### src/design/spq_pkg.sv
// Shared types and constants for the strict-priority task queue.
`default_nettype none
package spq_pkg;

    // Sequencer states, one-hot
    typedef enum logic [3:0] {
        ST_IDLE  = 4'b0001,
        ST_CHECK = 4'b0010,
        ST_SCAN  = 4'b0100,
        ST_DONE  = 4'b1000
    } state_t;

    // Result status codes
    localparam logic [1:0] STAT_OK       = 2'd0;
    localparam logic [1:0] STAT_BAD_PRIO = 2'd1;
    localparam logic [1:0] STAT_FULL     = 2'd2;
    localparam logic [1:0] STAT_EMPTY    = 2'd3;

    // Request kinds carried in s_tuser
    localparam logic MODE_PUSH     = 1'b0;
    localparam logic MODE_DISPATCH = 1'b1;

    // Configuration register indexes
    localparam int CFG_IDX_W = 2;
    localparam logic [CFG_IDX_W-1:0] REG_NUM_PRIO = 2'd0;
    localparam logic [CFG_IDX_W-1:0] REG_MAX_PEND = 2'd1;
    localparam int CFG_DATA_W = 7;

    // Field widths
    localparam int ID_W     = 32;
    localparam int PRIO_W   = 4;
    localparam int WEIGHT_W = 8;
    localparam int TASK_W   = ID_W + PRIO_W + WEIGHT_W;
    localparam int DATA_W   = 48;
    localparam int NPRIO_W  = 4;
    localparam int MAXP_W   = 7;

    localparam logic [NPRIO_W-1:0] NUM_PRIO_RST = 4'd8;
    localparam logic [MAXP_W-1:0]  MAX_PEND_RST = 7'd64;

    // Level table command
    typedef struct packed {
        logic push;
        logic pop;
    } tbl_cmd_t;

endpackage
`default_nettype wire

### src/design/spq_level_table.sv
// Per-level ring pointers and counts with one shared pointer-advance unit.
`default_nettype none
module spq_level_table #(
    parameter int PRIO_LEVELS = 8,
    parameter int CAPACITY    = 64,
    parameter int LVL_W       = 3,
    parameter int PTR_W       = 6,
    parameter int CNT_W       = 7
) (
    input  wire logic              aclk,
    input  wire logic              aresetn,
    input  wire logic [LVL_W-1:0]  lvl,
    input  wire spq_pkg::tbl_cmd_t cmd,
    output logic                   cnt_nz,
    output logic      [PTR_W-1:0]  head_ptr,
    output logic      [PTR_W-1:0]  tail_ptr,
    output logic      [CNT_W-1:0]  total
);

    logic [PTR_W-1:0] head_reg  [PRIO_LEVELS];
    logic [PTR_W-1:0] tail_reg  [PRIO_LEVELS];
    logic [CNT_W-1:0] count_reg [PRIO_LEVELS];
    logic [CNT_W-1:0] total_reg;

    logic [PTR_W-1:0] adv_in;
    logic [PTR_W-1:0] adv_out;
    logic [CNT_W-1:0] cnt_cur;

    assign head_ptr = head_reg[lvl];
    assign tail_ptr = tail_reg[lvl];
    assign cnt_cur  = count_reg[lvl];
    assign cnt_nz   = (cnt_cur != '0);
    assign total    = total_reg;

    // Shared ring advance: tail on push, head on pop
    assign adv_in  = cmd.push ? tail_ptr : head_ptr;
    assign adv_out = (adv_in == PTR_W'(CAPACITY - 1)) ? '0 : adv_in + PTR_W'(1);

    // Update the selected level
    always_ff @(posedge aclk) begin
        if (!aresetn) begin
            for (int i = 0; i < PRIO_LEVELS; i++) begin
                head_reg[i]  <= '0;
                tail_reg[i]  <= '0;
                count_reg[i] <= '0;
            end
            total_reg <= '0;
        end else if (cmd.push) begin
            tail_reg[lvl]  <= adv_out;
            count_reg[lvl] <= cnt_cur + CNT_W'(1);
            total_reg      <= total_reg + CNT_W'(1);
        end else if (cmd.pop) begin
            head_reg[lvl]  <= adv_out;
            count_reg[lvl] <= cnt_cur - CNT_W'(1);
            if (total_reg != '0) begin
                total_reg <= total_reg - CNT_W'(1);
            end
        end
    end

endmodule
`default_nettype wire

### config.mk
export PLATFORM = sky130hd
export DESIGN_NAME = spq_level_table
export DESIGN_NICKNAME = d
export VERILOG_FILES = /design/src/design/spq_pkg.sv /design/src/design/spq_level_table.sv
export SDC_FILE = /design/constraint.sdc
export NUM_CORES = 1
export LEC_CHECK = 0
export BUFFER_PORTS_ARGS = -buffer_cell sky130_fd_sc_hd__buf_2
export CORE_MARGIN = 4
export CORE_UTILIZATION = 45
export CTS_CLUSTER_DIAMETER = 120
export CTS_CLUSTER_SIZE = 14
export DETAILED_ROUTE_END_ITERATION = 12
export PLACE_DENSITY_LB_ADDON = 0.25
export SYNTH_ARGS = -nofsm -noshare
export SYNTH_HDL_FRONTEND = slang
export SYNTH_SLANG_ARGS = --single-unit
export TNS_END_PERCENT = 1
### constraint.sdc
create_clock -name aclk -period 9.3 [get_ports aclk]
set_input_delay 0.465 -clock aclk [delete_from_list [all_inputs] [get_ports aclk]]
set_output_delay 0.465 -clock aclk [all_outputs]
set_load 0.01 [all_outputs]
=== Word-level counts from Yosys, hierarchy flattened ===
Memories as Yosys holds them, arrays and structs flattened.
Cells that the tools add are included.

* Bits in registers: 7
* Bits in writable memories: 152
* Word-level logic and storage cells: 42
* Memories: 3

{| class="wikitable"
|+ Memories
! name !! words !! bits a word !! read ports !! clocked after Yosys merged registers in !! write ports !! RTL line !! RTL
|-
| count_reg || 8 || 7 || 1 || 0 || 8 || spq_level_table.sv:22 || <nowiki>logic [CNT_W-1:0] count_reg [PRIO_LEVELS];</nowiki>
|-
| head_reg || 8 || 6 || 1 || 0 || 8 || spq_level_table.sv:20 || <nowiki>logic [PTR_W-1:0] head_reg [PRIO_LEVELS];</nowiki>
|-
| tail_reg || 8 || 6 || 1 || 0 || 8 || spq_level_table.sv:21 || <nowiki>logic [PTR_W-1:0] tail_reg [PRIO_LEVELS];</nowiki>
|}

* $add $sub $neg: 5
* Equality and inequality tests: 1
* Multiplexer cells: 23
* Bitwise operators: 1
* Reduce and logical (&&, ||, !) cells: 8

{| class="wikitable"
|+ Operator list
! cell !! count
|-
| 7-bit two-way mux || 5
|-
| 6-bit two-way mux || 4
|-
| 7-bit by 1-bit adder with 7-bit output, second input constant || 2
|-
| 7-bit nonzero test || 2
|-
| 7-bit by 1-bit subtractor with 7-bit output, second input constant || 2
|-
| 6-bit OR reduction || 2
|-
| 1-bit two-way mux || 11
|-
| 3-bit two-way mux || 3
|-
| 7-bit OR reduction || 1
|-
| 6-bit by 1-bit adder with 6-bit output, second input constant || 1
|-
| 6-bit equality test, second input constant || 1
|-
| 2-bit nonzero test || 2
|-
| 2-bit AND reduction || 1
|-
| 1-bit bitwise OR || 1
|}

=== Logic depth before layout (Yosys ltp) ===
* Word-level depth: 7
* Gate-level depth with buffers: 17

=== Worst setup path after synthesis ===
No wires, ideal clock.

* Path type: input -> register
* From: in lvl[0]
* To: mem count_reg[0][6] (data pin)
* Library setup time: 0.272 ns
* Data arrival time: 3.416 ns
* Required time: 9.028 ns
* Slack: 5.612 ns
* Stages on the path: 17
* Path buffers: 5
* Cells stage by stage: buf_2 buf_2 buf_2 buf_2 a31oi_1 o21ai_0 a221o_1 clkbuf_1 inv_1 fa_1 nor2b_1 o21ai_0 a21oi_1 o21a_1 nor2_1 xnor2_1 nor2_1

{| class="wikitable"
|+ RTL lines
! element !! RTL line !! RTL
|-
| start, declared || spq_level_table.sv:12 || <nowiki>input wire logic [LVL_W-1:0] lvl,</nowiki>
|-
| end, declared || spq_level_table.sv:22 ||
|}

==> results_dict.tcl <==
set metrics [dict create \
    status "finished, final reports clean" \
    antenna_violations_before_repair 0 \
    maximum_clock_frequency_mhz 249.4 \
    finalWeightedCongestion 0.8350 \
    start_util_pct 46.45 \
    rows 47 \
    drive_gt1_share_pct 16.59 \
    setup_viol 0 \
    worst_hold_path.num_cells 2 \
    cts-htree-levels 4 \
    setup_total_negative_slack_ps 0 \
    portBuffers 26 \
    setup_slack_ps 5290 \
    seqCellArea_um2 4705 \
    clk-insertion-delay-late_ps 430 \
    yosysMostFrequentCell "nor2_1" \
    route.antenna.remaining_nets 0 \
    rsz_0062_raised_after_global_routing "false" \
    cts_tree "built" \
    synth_edf_count 152 \
    synth_top_cell_by_area "edfxtp_1" \
    timing_worst_slew_pin_value_ps 1051 \
    insertedDiodeCount 0 \
    routed_wirelength_um 19020 \
    synth_top_area_share_pct 58.42 \
    detailed_place.area_um2 8066 \
    endpoint_kind "register" \
    timing_hold_violations_final 0 \
    tritoncts_buffer_count 17 \
    worstSetupPathType "in2reg" \
    worst-path-max-fanout 44 \
    synth-main-ff-cell "edfxtp_1" \
    place_worst_setup_slack_ps 4985 \
    first_pass_iters 5 \
    top_level_ports 27 \
    cp_data_required_time_ps 9460 \
    hold_path.class "reg2reg" \
    grt_overflow_total 0 \
    cellLeakagePower_nw 3.289 \
    syn-num-nets 665 \
    clkSinkCount 159 \
    slew_viol_final 0 \
    post-route-drc-count 0 \
    grt_usage_pct 19.83 \
    skew_ps 11.48 \
    finalCriticalPeriod_ps 4010 \
    fillcell_total 1488 \
    seq_area_frac_synth_pct 60.22 \
    synthesis.area_um2 7812 \
    synth.area.top_cells "edfxtp_1 58%, nor2_1 7.5%, mux4_2 4.9%" \
    detail_route.iter0.violations 512 \
    worst_slew_margin_rel_pct 29.73 \
    grt_pass1_wl_um 29880 \
    routed_via_density 5.808 \
    area.growth.synth_to_final_pct 11.03 \
    cts_buffer_depth 2 \
    cts-hold-fix-buffers 0 \
    die_height_um 139.8 \
    floorplan.die.width_um 139.8 \
    ys_warn_count 0 \
    post-dp-hpwl_um 12560 \
    cts_root_buf "clkbuf_16" \
    synth_cells 645 \
    multi_input_comb_area_um2 2851 \
    die-area_um2 19530 \
    max_cap_violations 0 \
    largest_register_ffs 56 \
    syn_area_per_cell_um2 12.11 \
    worst-r2r-cell-count 12 \
    ctsResizeCount 0 \
    asyncSetResetFlopFracSynth_pct 0 \
    post-route-period-util_pct 43.12 \
    cts.repair_timing.setup_buffer_count 0 \
    grt_pass1_vias 5229 \
    post-route-cell-area_um2 8675 \
    cellPowerDensity_nw_per_um2 216.9 \
    cp_data_arrival_time_ps 4170 \
    grt_start_max_net_pins 56 \
    synthTopCellsByCount "157 x nor2_1, 152 x edfxtp_1, 68 x nand2_1" \
    fp.coreArea_um2 16820 \
    power.ir.vdd_worst_uv 125.4 \
    vias 5198 \
    post_drt_wl_per_cell_um 21.25 \
    synth.ff_latch_count 159 \
    worstSetupStartpointType "input pin" \
    nets 682 \
    path_clk_slew_ps 60 \
    synth_cell_type_count 61 \
]
## logic make-up after synthesis
| family | share of synthesized area (%) |
|---|---|
| compound gates | 6.630 |
| xor+xnor | 1.442 |
| fa+ha+maj | 2.274 |
| buf+inv | 3.283 |
| flops | 60.22 |
| mux | 10.01 |
| simple gates | 16.14 |
## path summary, 6_finish.rpt
kind / start / end / slack (ps)
worst max-delay path: lvl[0] / count_reg[6][6]$_SDFFCE_PN0P_ / 5290
worst max register to register: count_reg[7][0]$_SDFFCE_PN0P_ / count_reg[6][6]$_SDFFCE_PN0P_ / 6160
worst min register to register: total[3]$_SDFFE_PN0P_ / total[3]$_SDFFE_PN0P_ / 560
worst min-delay path: total[3]$_SDFFE_PN0P_ / total[3]$_SDFFE_PN0P_ / 560
## worst max-delay path: stages
cell	delay, ps
buf_2	80
buf_4	470
nor2b_1	730
and3_1	260
a221o_1	420
inv_1	110
fa_1	410
nor2b_1	120
o21ai_0	100
a21oi_1	210
o21a_1	130
nor2_1	40
xnor2_1	510
nor2_1	90
## cells in the final DEF (no fill, tap or decap), drive strengths merged, types with 13 or more instances in the layout
cell    instances
mux2i          17
nor2          167
mux4           20
nand3          13
nand2          68
buf            32
mux2           13
inv            20
clkbuf         18
edfxtp        152
a21oi          17
## metal layers
metal	global-route usage [%]	vias up	part of all wire, %	wire length [um]
met2	32.77	190	51	9616
met4	5.099	0	1.3	250
met3	4.425	25	5.4	1023
met1	26.75	2616	43	8126
li1	-	2367	-	-
met5	0	-	0	0
## metrics by stage
stage               power, mW  util [%]  instances  hold WS (ps)
floorplan               1.085         -        645         561.1
global placement        1.166     47.96        863         547.3
detailed placement      1.175     47.96        863         558.9
CTS                     1.889     51.58        895         565.8
global route            1.955     51.58        895         605.6
finish                  1.882     51.58        895         559.7
## where the power goes
group	total, mW	leakage, nW	switching, mW	internal (mW)
Combinational	0.310	1.36	0.196	0.114
Clock	0.719	0.294	0.292	0.428
Sequential	0.852	1.63	0.0235	0.829
## final cells by class
| cell class | count | area share [%] |
|---|---|---|
| tap | 220 | 3.173 |
| timing repair buffer | 32 | 2.019 |
| clock buffer | 18 | 4.947 |
| clock inverter | 14 | 2.063 |
| inverter | 16 | 0.6923 |
| sequential | 159 | 54.23 |
| multi-input combinational | 436 | 32.87 |
Power figures use the tool's default switching activity.
